File: config.mk
export PLATFORM = sky130hd
export DESIGN_NAME = sensor_reading_statistics
export DESIGN_NICKNAME = d
export VERILOG_FILES = /design/src/hw/rtl/srs_pkg.sv /design/src/hw/rtl/srs_front.sv /design/src/hw/rtl/srs_queue.sv /design/src/hw/rtl/srs_div.sv /design/src/hw/rtl/srs_back.sv /design/src/hw/rtl/sensor_reading_statistics.sv
export SDC_FILE = /design/constraint.sdc
export NUM_CORES = 1
export LEC_CHECK = 0
export ABC_AREA = 0
export BUFFER_PORTS_ARGS = -buffer_cell sky130_fd_sc_hd__buf_4
export CORE_AREA = 2 2 218 220
export DETAILED_ROUTE_END_ITERATION = 10
export DIE_AREA = 0 0 220 222
export GPL_TIMING_DRIVEN = 1
export PLACE_DENSITY = 0.72
export SYNTH_ARGS = -nofsm -noshare
export SYNTH_HDL_FRONTEND = slang
export SYNTH_SLANG_ARGS = --single-unit
File: constraint.sdc
create_clock -name clk -period 18.96 [get_ports clk]
set_clock_uncertainty 0.15 [all_clocks]
set_input_delay 0.948 -clock clk [delete_from_list [all_inputs] [get_ports clk]]
set_output_delay 0.948 -clock clk [all_outputs]
set_load 0.005 [all_outputs]
File: src/hw/rtl/srs_pkg.sv
// shared types and constants for the sensor reading statistics block
`timescale 1ns / 1ps

package srs_pkg;

  localparam int REG_W       = 15;
  localparam int READING_W   = 16;
  localparam int CNT_W       = 8;
  localparam int IDX_W       = 7;
  localparam int SUM_W       = 23;
  localparam int CFG_IDX_W   = 3;
  localparam int QUEUE_DEPTH = 4;
  localparam int QPTR_W      = 2;

  // register indexes
  localparam logic [CFG_IDX_W-1:0] REG_NORMAL_HIGH   = 3'd0;
  localparam logic [CFG_IDX_W-1:0] REG_WARNING_LOW   = 3'd1;
  localparam logic [CFG_IDX_W-1:0] REG_WARNING_HIGH  = 3'd2;
  localparam logic [CFG_IDX_W-1:0] REG_CRITICAL_LOW  = 3'd3;
  localparam logic [CFG_IDX_W-1:0] REG_CRITICAL_HIGH = 3'd4;
  localparam logic [CFG_IDX_W-1:0] REG_SHUTDOWN_LOW  = 3'd5;

  localparam logic [REG_W-1:0] RST_NORMAL_HIGH   = 15'd464;
  localparam logic [REG_W-1:0] RST_WARNING_LOW   = 15'd480;
  localparam logic [REG_W-1:0] RST_WARNING_HIGH  = 15'd704;
  localparam logic [REG_W-1:0] RST_CRITICAL_LOW  = 15'd720;
  localparam logic [REG_W-1:0] RST_CRITICAL_HIGH = 15'd944;
  localparam logic [REG_W-1:0] RST_SHUTDOWN_LOW  = 15'd960;

  localparam logic [IDX_W-1:0] IDX_SAT = 7'd127;

  typedef enum logic [2:0] {
    BAND_NORMAL,
    BAND_WARNING,
    BAND_CRITICAL,
    BAND_SHUTDOWN,
    BAND_NONE
  } band_t;

  typedef struct packed {
    logic signed [READING_W-1:0] reading;
    logic                        last;
  } in_word_t;

  typedef struct packed {
    logic [CNT_W-1:0] total_count;
    logic [CNT_W-1:0] valid_count;
    logic [CNT_W-1:0] skipped_count;
    logic             critical_found;
    logic [IDX_W-1:0] first_critical_index;
    logic [REG_W-1:0] min_reading;
    logic [REG_W-1:0] max_reading;
    logic [REG_W-1:0] avg_reading;
    logic [CNT_W-1:0] normal_total;
    logic [CNT_W-1:0] warning_total;
    logic [CNT_W-1:0] critical_total;
    logic [CNT_W-1:0] shutdown_total;
  } out_word_t;

  // classified reading handed from front to back
  typedef struct packed {
    logic             err;
    logic [REG_W-1:0] value;
    band_t            band;
    logic             crit_hit;
    logic             last;
  } cls_word_t;

  typedef struct packed {
    logic             start;
    logic [SUM_W-1:0] dividend;
    logic [CNT_W-1:0] divisor;
  } div_req_t;

endpackage

File: src/hw/rtl/srs_front.sv
// front end: threshold registers and reading classification
`timescale 1ns / 1ps

module srs_front
  import srs_pkg::*;
(
  input  logic                 clk,
  input  logic                 rst_n,
  input  logic                 cfg_we,
  input  logic [CFG_IDX_W-1:0] cfg_index,
  input  logic [REG_W-1:0]     cfg_wdata,
  input  logic                 in_valid,
  output logic                 in_stall,
  input  in_word_t             in_word,
  input  logic                 q_full,
  output logic                 q_push,
  output cls_word_t            q_wdata
);

  logic [REG_W-1:0] normal_high_r;
  logic [REG_W-1:0] warning_low_r;
  logic [REG_W-1:0] warning_high_r;
  logic [REG_W-1:0] critical_low_r;
  logic [REG_W-1:0] critical_high_r;
  logic [REG_W-1:0] shutdown_low_r;
  logic [REG_W-1:0] value;

  always_ff @(posedge clk) begin
    if (!rst_n) begin
      normal_high_r   <= RST_NORMAL_HIGH;
      warning_low_r   <= RST_WARNING_LOW;
      warning_high_r  <= RST_WARNING_HIGH;
      critical_low_r  <= RST_CRITICAL_LOW;
      critical_high_r <= RST_CRITICAL_HIGH;
      shutdown_low_r  <= RST_SHUTDOWN_LOW;
    end else if (cfg_we) begin
      case (cfg_index)
        REG_NORMAL_HIGH:   normal_high_r   <= cfg_wdata;
        REG_WARNING_LOW:   warning_low_r   <= cfg_wdata;
        REG_WARNING_HIGH:  warning_high_r  <= cfg_wdata;
        REG_CRITICAL_LOW:  critical_low_r  <= cfg_wdata;
        REG_CRITICAL_HIGH: critical_high_r <= cfg_wdata;
        REG_SHUTDOWN_LOW:  shutdown_low_r  <= cfg_wdata;
        default: ;
      endcase
    end
  end

  assign value    = in_word.reading[REG_W-1:0];
  assign in_stall = q_full;
  assign q_push   = in_valid && !q_full;

  always_comb begin
    q_wdata.err      = in_word.reading[READING_W-1];
    q_wdata.value    = value;
    q_wdata.crit_hit = (value >= critical_low_r);
    q_wdata.last     = in_word.last;
    // first matching band wins, gaps fall through to none
    if (value <= normal_high_r) begin
      q_wdata.band = BAND_NORMAL;
    end else if (value >= warning_low_r && value <= warning_high_r) begin
      q_wdata.band = BAND_WARNING;
    end else if (value >= critical_low_r && value <= critical_high_r) begin
      q_wdata.band = BAND_CRITICAL;
    end else if (value >= shutdown_low_r) begin
      q_wdata.band = BAND_SHUTDOWN;
    end else begin
      q_wdata.band = BAND_NONE;
    end
  end

endmodule

File: src/hw/rtl/srs_queue.sv
// short queue of classified words between front and back
`timescale 1ns / 1ps

module srs_queue
  import srs_pkg::*;
(
  input  logic      clk,
  input  logic      rst_n,
  input  logic      push,
  input  cls_word_t wdata,
  output logic      full,
  input  logic      pop,
  output logic      rvalid,
  output cls_word_t rdata
);

  cls_word_t         mem [QUEUE_DEPTH];
  logic [QPTR_W-1:0] wr_ptr_r;
  logic [QPTR_W-1:0] rd_ptr_r;
  logic [QPTR_W:0]   count_r;
  logic              do_pop;

  assign full   = (count_r == (QPTR_W+1)'(QUEUE_DEPTH));
  assign rvalid = (count_r != '0);
  assign rdata  = mem[rd_ptr_r];
  assign do_pop = pop && rvalid;

  always_ff @(posedge clk) begin
    if (push) begin
      mem[wr_ptr_r] <= wdata;
    end
  end

  always_ff @(posedge clk) begin
    if (!rst_n) begin
      wr_ptr_r <= '0;
      rd_ptr_r <= '0;
      count_r  <= '0;
    end else begin
      if (push) begin
        wr_ptr_r <= wr_ptr_r + 1'b1;
      end
      if (do_pop) begin
        rd_ptr_r <= rd_ptr_r + 1'b1;
      end
      case ({push, do_pop})
        2'b10:   count_r <= count_r + 1'b1;
        2'b01:   count_r <= count_r - 1'b1;
        default: count_r <= count_r;
      endcase
    end
  end

endmodule

File: src/hw/rtl/srs_div.sv
// restoring divider, one quotient bit per cycle
`timescale 1ns / 1ps

module srs_div
  import srs_pkg::*;
(
  input  logic             clk,
  input  logic             rst_n,
  input  div_req_t         req,
  output logic             done,
  output logic [SUM_W-1:0] quotient
);

  localparam int STEP_W = $clog2(SUM_W + 1);

  logic [SUM_W-1:0]  quo_r;
  logic [CNT_W-1:0]  rem_r;
  logic [CNT_W-1:0]  dvs_r;
  logic [STEP_W-1:0] steps_r;
  logic              busy_r;
  logic              done_r;
  logic [CNT_W:0]    rem_sh;
  logic              fits;
  logic [CNT_W:0]    rem_sub;

  assign rem_sh   = {rem_r, quo_r[SUM_W-1]};
  assign fits     = (rem_sh >= {1'b0, dvs_r});
  assign rem_sub  = rem_sh - {1'b0, dvs_r};
  assign done     = done_r;
  assign quotient = quo_r;

  always_ff @(posedge clk) begin
    if (!rst_n) begin
      busy_r  <= 1'b0;
      done_r  <= 1'b0;
      steps_r <= '0;
    end else begin
      done_r <= 1'b0;
      if (req.start) begin
        busy_r  <= 1'b1;
        steps_r <= STEP_W'(SUM_W);
        quo_r   <= req.dividend;
        dvs_r   <= req.divisor;
        rem_r   <= '0;
      end else if (busy_r) begin
        quo_r   <= {quo_r[SUM_W-2:0], fits};
        rem_r   <= fits ? rem_sub[CNT_W-1:0] : rem_sh[CNT_W-1:0];
        steps_r <= steps_r - 1'b1;
        if (steps_r == STEP_W'(1)) begin
          busy_r <= 1'b0;
          done_r <= 1'b1;
        end
      end
    end
  end

endmodule

File: src/hw/rtl/srs_back.sv
// back end: batch accumulation, batch-end average and result register
`timescale 1ns / 1ps

module srs_back
  import srs_pkg::*;
#(
  parameter int CNT_LIMIT = 128
) (
  input  logic             clk,
  input  logic             rst_n,
  input  logic             q_valid,
  input  cls_word_t        q_word,
  output logic             q_pop,
  output div_req_t         div_req,
  input  logic             div_done,
  input  logic [SUM_W-1:0] div_quotient,
  output logic             out_valid,
  input  logic             out_stall,
  output out_word_t        out_word
);

  localparam logic [CNT_W-1:0] LIMIT_C = CNT_W'(CNT_LIMIT);

  typedef enum logic [1:0] {
    ST_ACCUM,
    ST_DIV,
    ST_SEND
  } state_t;

  state_t           state_r,    state_nxt;
  logic [CNT_W-1:0] seen_r,     seen_nxt;
  logic [CNT_W-1:0] acc_r,      acc_nxt;
  logic [CNT_W-1:0] err_r,      err_nxt;
  logic             found_r,    found_nxt;
  logic [IDX_W-1:0] first_r,    first_nxt;
  logic [REG_W-1:0] min_r,      min_nxt;
  logic [REG_W-1:0] max_r,      max_nxt;
  logic [SUM_W-1:0] sum_r,      sum_nxt;
  logic [CNT_W-1:0] band_r [4];
  logic [CNT_W-1:0] band_nxt [4];
  out_word_t        snap_r,     snap_nxt;
  out_word_t        out_word_r, out_word_nxt;
  logic             out_valid_r, out_valid_nxt;

  // values after folding in the word at the head of the queue
  logic [CNT_W-1:0] seen_u, acc_u, err_u;
  logic             found_u;
  logic [IDX_W-1:0] first_u;
  logic [REG_W-1:0] min_u, max_u;
  logic [SUM_W-1:0] sum_u;
  logic [CNT_W-1:0] band_u [4];
  logic             out_free;

  assign q_pop     = (state_r == ST_ACCUM) && q_valid;
  assign out_valid = out_valid_r;
  assign out_word  = out_word_r;
  assign out_free  = !out_valid_r || !out_stall;

  always_comb begin
    seen_u  = seen_r;
    acc_u   = acc_r;
    err_u   = err_r;
    found_u = found_r;
    first_u = first_r;
    min_u   = min_r;
    max_u   = max_r;
    sum_u   = sum_r;
    for (int i = 0; i < 4; i++) begin
      band_u[i] = band_r[i];
    end
    // once the batch is full only the last flag matters
    if (seen_r < LIMIT_C) begin
      seen_u = seen_r + 1'b1;
      if (q_word.err) begin
        err_u = err_r + 1'b1;
      end else begin
        if (acc_r == '0 || q_word.value < min_r) begin
          min_u = q_word.value;
        end
        if (acc_r == '0 || q_word.value > max_r) begin
          max_u = q_word.value;
        end
        sum_u = sum_r + SUM_W'(q_word.value);
        if (!found_r && q_word.crit_hit) begin
          found_u = 1'b1;
          first_u = (acc_r > CNT_W'(IDX_SAT)) ? IDX_SAT : acc_r[IDX_W-1:0];
        end
        case (q_word.band)
          BAND_NORMAL:   band_u[0] = band_r[0] + 1'b1;
          BAND_WARNING:  band_u[1] = band_r[1] + 1'b1;
          BAND_CRITICAL: band_u[2] = band_r[2] + 1'b1;
          BAND_SHUTDOWN: band_u[3] = band_r[3] + 1'b1;
          default: ;
        endcase
        acc_u = acc_r + 1'b1;
      end
    end
  end

  always_comb begin
    state_nxt     = state_r;
    seen_nxt      = seen_r;
    acc_nxt       = acc_r;
    err_nxt       = err_r;
    found_nxt     = found_r;
    first_nxt     = first_r;
    min_nxt       = min_r;
    max_nxt       = max_r;
    sum_nxt       = sum_r;
    for (int i = 0; i < 4; i++) begin
      band_nxt[i] = band_r[i];
    end
    snap_nxt      = snap_r;
    out_word_nxt  = out_word_r;
    out_valid_nxt = out_valid_r && out_stall;
    div_req.start    = 1'b0;
    div_req.dividend = sum_u;
    div_req.divisor  = acc_u;

    case (state_r)
      ST_ACCUM: begin
        if (q_valid) begin
          if (q_word.last) begin
            snap_nxt.total_count          = seen_u;
            snap_nxt.valid_count          = acc_u;
            snap_nxt.skipped_count        = err_u;
            snap_nxt.critical_found       = found_u;
            snap_nxt.first_critical_index = first_u;
            snap_nxt.min_reading          = min_u;
            snap_nxt.max_reading          = max_u;
            snap_nxt.avg_reading          = '0;
            snap_nxt.normal_total         = band_u[0];
            snap_nxt.warning_total        = band_u[1];
            snap_nxt.critical_total       = band_u[2];
            snap_nxt.shutdown_total       = band_u[3];
            div_req.start = 1'b1;
            seen_nxt  = '0;
            acc_nxt   = '0;
            err_nxt   = '0;
            found_nxt = 1'b0;
            first_nxt = '0;
            min_nxt   = '0;
            max_nxt   = '0;
            sum_nxt   = '0;
            for (int i = 0; i < 4; i++) begin
              band_nxt[i] = '0;
            end
            state_nxt = ST_DIV;
          end else begin
            seen_nxt  = seen_u;
            acc_nxt   = acc_u;
            err_nxt   = err_u;
            found_nxt = found_u;
            first_nxt = first_u;
            min_nxt   = min_u;
            max_nxt   = max_u;
            sum_nxt   = sum_u;
            for (int i = 0; i < 4; i++) begin
              band_nxt[i] = band_u[i];
            end
          end
        end
      end
      ST_DIV: begin
        if (div_done) begin
          // empty batch averages to zero
          snap_nxt.avg_reading = (snap_r.valid_count == '0) ? '0 : div_quotient[REG_W-1:0];
          state_nxt = ST_SEND;
        end
      end
      ST_SEND: begin
        if (out_free) begin
          out_word_nxt  = snap_r;
          out_valid_nxt = 1'b1;
          state_nxt     = ST_ACCUM;
        end
      end
      default: state_nxt = ST_ACCUM;
    endcase
  end

  always_ff @(posedge clk) begin
    if (!rst_n) begin
      state_r     <= ST_ACCUM;
      seen_r      <= '0;
      acc_r       <= '0;
      err_r       <= '0;
      found_r     <= 1'b0;
      first_r     <= '0;
      min_r       <= '0;
      max_r       <= '0;
      sum_r       <= '0;
      for (int i = 0; i < 4; i++) begin
        band_r[i] <= '0;
      end
      out_valid_r <= 1'b0;
    end else begin
      state_r     <= state_nxt;
      seen_r      <= seen_nxt;
      acc_r       <= acc_nxt;
      err_r       <= err_nxt;
      found_r     <= found_nxt;
      first_r     <= first_nxt;
      min_r       <= min_nxt;
      max_r       <= max_nxt;
      sum_r       <= sum_nxt;
      for (int i = 0; i < 4; i++) begin
        band_r[i] <= band_nxt[i];
      end
      out_valid_r <= out_valid_nxt;
    end
    snap_r     <= snap_nxt;
    out_word_r <= out_word_nxt;
  end

endmodule

File: src/hw/rtl/sensor_reading_statistics.sv
// top level of the sensor reading statistics block
//
// readings enter on in_valid/in_stall/in_word, one word per cycle while the
// four-entry queue has room; a word is taken when in_valid is high and
// in_stall is low. the front classifies each reading against the six
// threshold registers (cfg_we/cfg_index/cfg_wdata, writes to indexes above
// five are dropped) and the back folds it into the batch totals.
// a word with last set closes the batch: the 23-step restoring divider
// forms the average, and the summary then appears on out_valid/out_word.
// inside a batch the rate is one reading per cycle; each batch end holds
// the back while the average is formed and the summary is sent, during
// which the queue fills and then stalls the input.
// the summary sits in an output register until out_stall is low; while it
// waits the back keeps draining the queue up to the next batch end.
// reset (rst_n low, synchronous) restores the threshold defaults, clears
// the batch totals and empties the queue and the output register.
`timescale 1ns / 1ps

module sensor_reading_statistics
  import srs_pkg::*;
#(
  parameter int MAX_READINGS = 128
) (
  input  logic                 clk,
  input  logic                 rst_n,
  input  logic                 cfg_we,
  input  logic [CFG_IDX_W-1:0] cfg_index,
  input  logic [REG_W-1:0]     cfg_wdata,
  input  logic                 in_valid,
  output logic                 in_stall,
  input  in_word_t             in_word,
  output logic                 out_valid,
  input  logic                 out_stall,
  output out_word_t            out_word
);

  localparam int COUNT_LIMIT = (MAX_READINGS < 255) ? MAX_READINGS : 255;

  logic             q_full;
  logic             q_push;
  cls_word_t        q_wdata;
  logic             q_pop;
  logic             q_valid;
  cls_word_t        q_rdata;
  div_req_t         div_req;
  logic             div_done;
  logic [SUM_W-1:0] div_quotient;

  srs_front u_front (
    .clk       (clk),
    .rst_n     (rst_n),
    .cfg_we    (cfg_we),
    .cfg_index (cfg_index),
    .cfg_wdata (cfg_wdata),
    .in_valid  (in_valid),
    .in_stall  (in_stall),
    .in_word   (in_word),
    .q_full    (q_full),
    .q_push    (q_push),
    .q_wdata   (q_wdata)
  );

  srs_queue u_queue (
    .clk    (clk),
    .rst_n  (rst_n),
    .push   (q_push),
    .wdata  (q_wdata),
    .full   (q_full),
    .pop    (q_pop),
    .rvalid (q_valid),
    .rdata  (q_rdata)
  );

  srs_div u_div (
    .clk      (clk),
    .rst_n    (rst_n),
    .req      (div_req),
    .done     (div_done),
    .quotient (div_quotient)
  );

  srs_back #(
    .CNT_LIMIT (COUNT_LIMIT)
  ) u_back (
    .clk          (clk),
    .rst_n        (rst_n),
    .q_valid      (q_valid),
    .q_word       (q_rdata),
    .q_pop        (q_pop),
    .div_req      (div_req),
    .div_done     (div_done),
    .div_quotient (div_quotient),
    .out_valid    (out_valid),
    .out_stall    (out_stall),
    .out_word     (out_word)
  );

endmodule
# Word level (Yosys, flattened, before mapping)
# Memory sizes are Yosys's and may differ from the RTL's. A register that Yosys moved wholly into a read port is not among the register bits.
# Index checks and enable logic that the tools add are counted.
[word_totals]
register_bits = 449
latchBits = 0
mem_bits_rw = 116
mem_bits_ro = 0
input_bits = 40
output_inout_bits = 111
elab_cells = 216
memories = 2
[mem_list]
columns = ["memory", "words", "width", "rd", "rd_clocked_by_memory_dff", "write_ports", "line_no", "text"]
rows = [
  ["u_queue.mem", 4, 21, 1, 1, 1, "srs_queue.sv:17", "cls_word_t mem [QUEUE_DEPTH];"],
  ["u_back.band_r", 4, 8, 4, 0, 4, "srs_back.sv:39", "logic [CNT_W-1:0] band_r [4];"],
]
[op_classes]
addsub = 14
n_mul = 0
div = 0
order_cmp = 11
n_eq_ne = 18
n_shift = 0
mux = 77
bitwise = 6
n_reduce_logical = 38
[op_table]
columns = ["op", "n"]
rows = [
  ["$mux W32", 5],
  ["$mux W15", 10],
  ["$mux W8", 18],
  ["$mux W23", 5],
  ["$mux W47", 2],
  ["$add A8 B1 Y8 const B", 7],
  ["$ge A15 B15 Y1", 3],
  ["$le A15 B15 Y1", 3],
  ["$mux W7", 5],
  ["$pmux W15 S2", 1],
  ["$add A23 B15 Y23", 1],
  ["$reduce_and A2 Y1", 10],
  ["$mux W1", 17],
  ["$logic_not A8 Y1", 2],
  ["$gt A15 B15 Y1", 1],
  ["$lt A15 B15 Y1", 1],
  ["$eq A3 B2 Y1 const B", 4],
  ["$mux W2", 6],
  ["$mux W3", 4],
  ["$mux W5", 2],
  ["$eq A3 B3 Y1 const B", 3],
  ["$ge A9 B8 Y1", 1],
  ["$gt A8 B7 Y1 const B", 1],
  ["$lt A8 B8 Y1 const B", 1],
  ["26 further kinds", 51],
]

# Logic depth before layout (Yosys ltp)
# An unclocked memory read counts as a cell.
[logic_depth]
depth_word = 9
ltp_mapped = 13

# Cells and area by module
# Synthesis repeated with hierarchy kept, for this count alone.
[hier_totals]
cells_unflattened = 2204
hier_area_um2 = 26023.7
[modules_own_cells]
columns = ["module", "n_inst", "cells_per_inst", "area_per_inst_um2", "seq_area_each_um2"]
rows = [
  ["srs_back", 1, 1164, 14491.4, 8948.6],
  ["srs_front", 1, 707, 5657.9, 1801.7],
  ["srs_queue", 1, 156, 3504.6, 2702.6],
  ["srs_div", 1, 177, 2369.8, 1311.3],
]

# Least setup slack after synthesis
# OpenSTA, ideal clock, no wires.
[synth_path]
kind = "input-to-reg"
start = "in out_stall"
end = "reg u_back.out_word_r (netlist bit u_back.out_word[0]), enable pin"
setup_time_ns = 0.613
t_arrival_ns = 6.090
slack_ns = 12.107
path_stages = 1
path_buffers = 0
path_cell_list = "a21oi_1"
[synth_between]
elab_chain_len = 3
[synth_rtl]
columns = ["item", "line_no", "text"]
rows = [
  ["start: declaration", "sensor_reading_statistics.sv:33", "input logic out_stall,"],
  ["$logic_not A1 Y1", "srs_back.sv:57", "assign out_free = !out_valid_r || !out_stall;"],
  ["$logic_or A1 B1 Y1", "srs_back.sv:57", ""],
  ["$reduce_and A2 Y1 (no line)", "-", ""],
  ["end signal: assignment", "srs_back.sv:213", "out_word_r <= out_word_nxt;"],
  ["end: declaration", "srs_back.sv:42", "out_word_t out_word_r, out_word_nxt;"],
]
# Every way passes these cells.
# A chain may end at the register's enable or synchronous reset.

==> insert_results.sql <==
INSERT INTO impl_metrics (metric_group, metric, value, unit) VALUES
('run_status', 'outcome', 'finished clean', ''),
('die', 'die_x', '220', 'um'),
('die', 'io_pins', '151', ''),
('critical_path', 'worst_setup_path_start_kind', 'flip-flop', ''),
('synthesis', 'cell_area_after_synthesis', '25300', 'sq um'),
('synthesis', 'synthesis.instances', '2248', ''),
('clock_tree', 'cts_hold_repair.buffers', '0', ''),
('placed_design', 'io_buffer_count', '150', ''),
('grt', 'vias_in_the_first_global_route', '17000', ''),
('timing', 'timing.fmax', '216', 'MHz'),
('die', 'core_area', '46300', 'sq um'),
('critical_path', 'critPathCaptureType', 'flip-flop', ''),
('power', 'internal_power', '2540', 'uW'),
('synthesis', 'synth-main-ff-cell', 'edfxtp_1', ''),
('drt', 'aggregate_routed_wire_length', '57.4', 'mm'),
('synthesis', 'asyncSetResetFlopFracSynth', '0', '%'),
('synthesis', 'post-synth-top-area-cell', 'edfxtp_1', ''),
('grt', 'grt_start_max_net_pins', '100', ''),
('synthesis', 'synth_top_cell_area_share', '40.5', '%'),
('clock_tree', 'clk_latency', '0.61', 'ns'),
('timing', 'hold_viol_final', '0', ''),
('synthesis', 'ys_warn_count', '0', ''),
('grt', 'wire_length_of_the_first_global_routing_pass', '90.2', 'mm'),
('clock_tree', 'cts_max_path_buffers', '3', ''),
('critical_path', 'cpMaxStageDelayCell', 'dfxtp_1', ''),
('timing', 'final_period_minus_worst_setup_slack', '4.64', 'ns'),
('drt', 'detail_route.drc_violations', '0', ''),
('critical_path', 'critPathRequiredTime', '19.29', 'ns'),
('timing', 'timing.final.crit_share', '24.5', '%'),
('grt', 'overflow', '0', ''),
('power', 'share_clk_of_total_power', '29.4', '%'),
('placed_design', 'place_congestion', '0.893', ''),
('timing', 'setup_viol', '0', ''),
('clock_tree', 'tritoncts', 'yes', ''),
('die', 'die_outline_area', '48800', 'sq um'),
('drt', 'remaining_antenna_violation_count', '0', ''),
('grt', 'grt_usage', '23.4', '%'),
('die', 'std_cell_rows', '79', ''),
('timing', 'hold-worst-slack', '0.267', 'ns'),
('power', 'pwr_density_cell', '130', 'nW/um^2'),
('timing', 'slew_headroom', '13.9', '%'),
('clock_tree', 'tritoncts_buffers', '56', ''),
('critical_path', 'crit_path_max_fanout', '31', ''),
('die', 'floorplan.initialDensity', '54.6', '%'),
('clock_tree', 'postCtsSetupRepairBufs', '0', ''),
('synthesis', 'synth_cell_types', '76', ''),
('critical_path', 'worstPathCellList', 'mux4_2, ha_1, nand4_1, or3_1, nand4b_1, o311a_1, o21ai_1, a22o_1', ''),
('synthesis', 'avg_synthesized_cell_area', '11.2', 'sq um'),
('placed_design', 'place.detailed.hpwl', '38.7', 'mm'),
('synthesis', 'post_synth_most_frequent_cells', 'edfxtp_1, nand2_1, dfxtp_1, a21oi_1, ha_1', ''),
('drt', 'route.detailed.vias_per_inst', '5.77', ''),
('critical_path', 'cp_slowest_stage_delay', '1.03', 'ns'),
('timing', 'smallest_setup_slack_after_layout', '14.32', 'ns'),
('power', 'power_leakage', '0.0108', 'uW'),
('die', 'die_h', '222', 'um'),
('synthesis', 'synth-seq-cells', '567', ''),
('synthesis', 'synth_edf_count', '341', ''),
('critical_path', 'timing.critical_path.buf_inv', '0', ''),
('grt', 'antenna_found_initial', '1', ''),
('drt', 'num_vias', '17500', ''),
('placed_design', 'place_ws', '14.33', 'ns'),
('layout', 'design.final.nets', '2578', ''),
('synthesis', 'ys_seq_area_share', '58.4', '%'),
('clock_tree', 'cts-resized-gates', '0', ''),
('drt', 'drt-initial-drc-count', '1196', ''),
('drt', 'drt_first_pass_iters', '5', ''),
('clock_tree', 'tritoncts_num_sinks', '567', ''),
('clock_tree', 'clockRootBuffer', 'clkbuf_16', ''),
('power', 'power_frac_comb', '25.8', '%'),
('synthesis', 'synth.area.top_cells', 'edfxtp_1, dfxtp_1, ha_1, nand2_1, a21oi_1', ''),
('timing', 'final.setup.tns', '0', 'ns');
[logic make-up (layout without fill, tap and decap cells)]
logic type	Yosys count	in the layout	share of synthesized area (%)
AO/OA/AOI/OAI	494	494	12.3
XOR/XNOR	76	76	2.63
adder cells (fa/ha/maj)	160	160	8.01
buffers and inverters	236	412	3.61
flip-flops	567	567	58.4
multiplexers	41	41	2.67
other	0	1	0
AND/OR/NAND/NOR	674	674	12.3
[path summary, 6_finish.rpt]
path | start | endpoint | slack [ns] | cells past startpoint
setup / recovery | flip-flop | u_back.max_r[13] | 14.32 | 8
hold / removal | u_back.snap_r[60] | u_back.out_word[60] | 0.27 | 0
setup reg to reg | flip-flop | u_back.max_r[13] | 14.32 | 8
hold reg to reg | u_back.snap_r[60] | u_back.out_word[60] | 0.27 | 0
[layout make-up]
cell class	instances	area (sq um)
clock buffers	70	1480
repair buffers	165	1240
clock inverters	34	327
inverters	143	542
fillers	3703	17500
well taps	607	759
diodes	1	2.50
flip-flops and latches	567	14800
multi-input cells	1445	9620
[power groups by stage]
stage          Clock, uW  Sequential [uW]  Combinational, uW
6_report            1100             1670                963
5_1_grt             1170             1690               1080
4_1_cts             1120             1670                963
3_5_place_dp           0             1700                958
3_3_place_gp           0             1690                927
2_1_floorplan          0             1660                701
[metrics by stage]
stage | area (sq um) | power [uW] | cells
after global placement | 26900 | 2620 | 2926
after global routing | 28700 | 3930 | 3032
after CTS | 28700 | 3750 | 3030
after detailed placement | 26900 | 2660 | 2926
after floorplan | 25300 | 2360 | 2248
final | 28700 | 3730 | 3032
[worst register-to-register path: stages (launching register included)]
cell and delay [ns]:
dfxtp_1 1.03, mux4_2 0.54, ha_1 0.34, nand4_1 0.14, or3_1 0.39, nand4b_1 0.10
o311a_1 0.83, o21ai_1 0.62, a22o_1 0.37
[registers in the layout (all words and copies together), names as in the netlist, 3 cells and up, named ones only]
signal / count
u_back.out_word: 109
u_div.steps_r: 5
u_div.quotient: 23
u_front.normal_high_r: 15
u_queue.mem: 84
u_back.band_r: 32
u_front.warning_high_r: 15
u_front.warning_low_r: 15
u_back.snap_r: 109
u_back.max_r: 15
u_back.seen_r: 8
u_front.critical_low_r: 15
u_div.dvs_r: 8
u_div.rem_r: 8
u_front.shutdown_low_r: 15
u_back.acc_r: 8
u_front.critical_high_r: 15
u_back.sum_r: 23
u_back.err_r: 8
u_back.first_r: 7
u_back.min_r: 15
u_queue.count_r: 3
[cells in the final DEF, fill, tap and decap left out, drive strengths merged, types with 26 or more instances in the layout]
| cell type | Yosys | routed |
|---|---|---|
| nor3 | 33 | 33 |
| xor2 | 30 | 30 |
| edfxtp | 341 | 341 |
| clkbuf | 78 | 70 |
| a31oi | 28 | 28 |
| a21o | 26 | 26 |
| o21ai | 108 | 108 |
| buf | 15 | 165 |
| and3 | 26 | 26 |
| xnor2 | 46 | 46 |
| a22o | 39 | 39 |
| clkinv | 0 | 26 |
| nand2 | 305 | 305 |
| nand4 | 32 | 32 |
| a21oi | 171 | 171 |
| nand3 | 30 | 30 |
| dfxtp | 226 | 226 |
| nor2 | 143 | 143 |
| ha | 157 | 157 |
| o211ai | 28 | 28 |
| inv | 143 | 144 |
[layer usage]
layer | vias up | global-route usage [%] | routed length [um]
met5 | - | 0 | 0
met4 | 0 | 8.08 | 1820
met3 | 124 | 3.91 | 3150
met2 | 535 | 39.8 | 28400
met1 | 8451 | 30.3 | 24000
li1 | 8373 | - | -
Note: power is estimated with default switching activity, not from simulation.
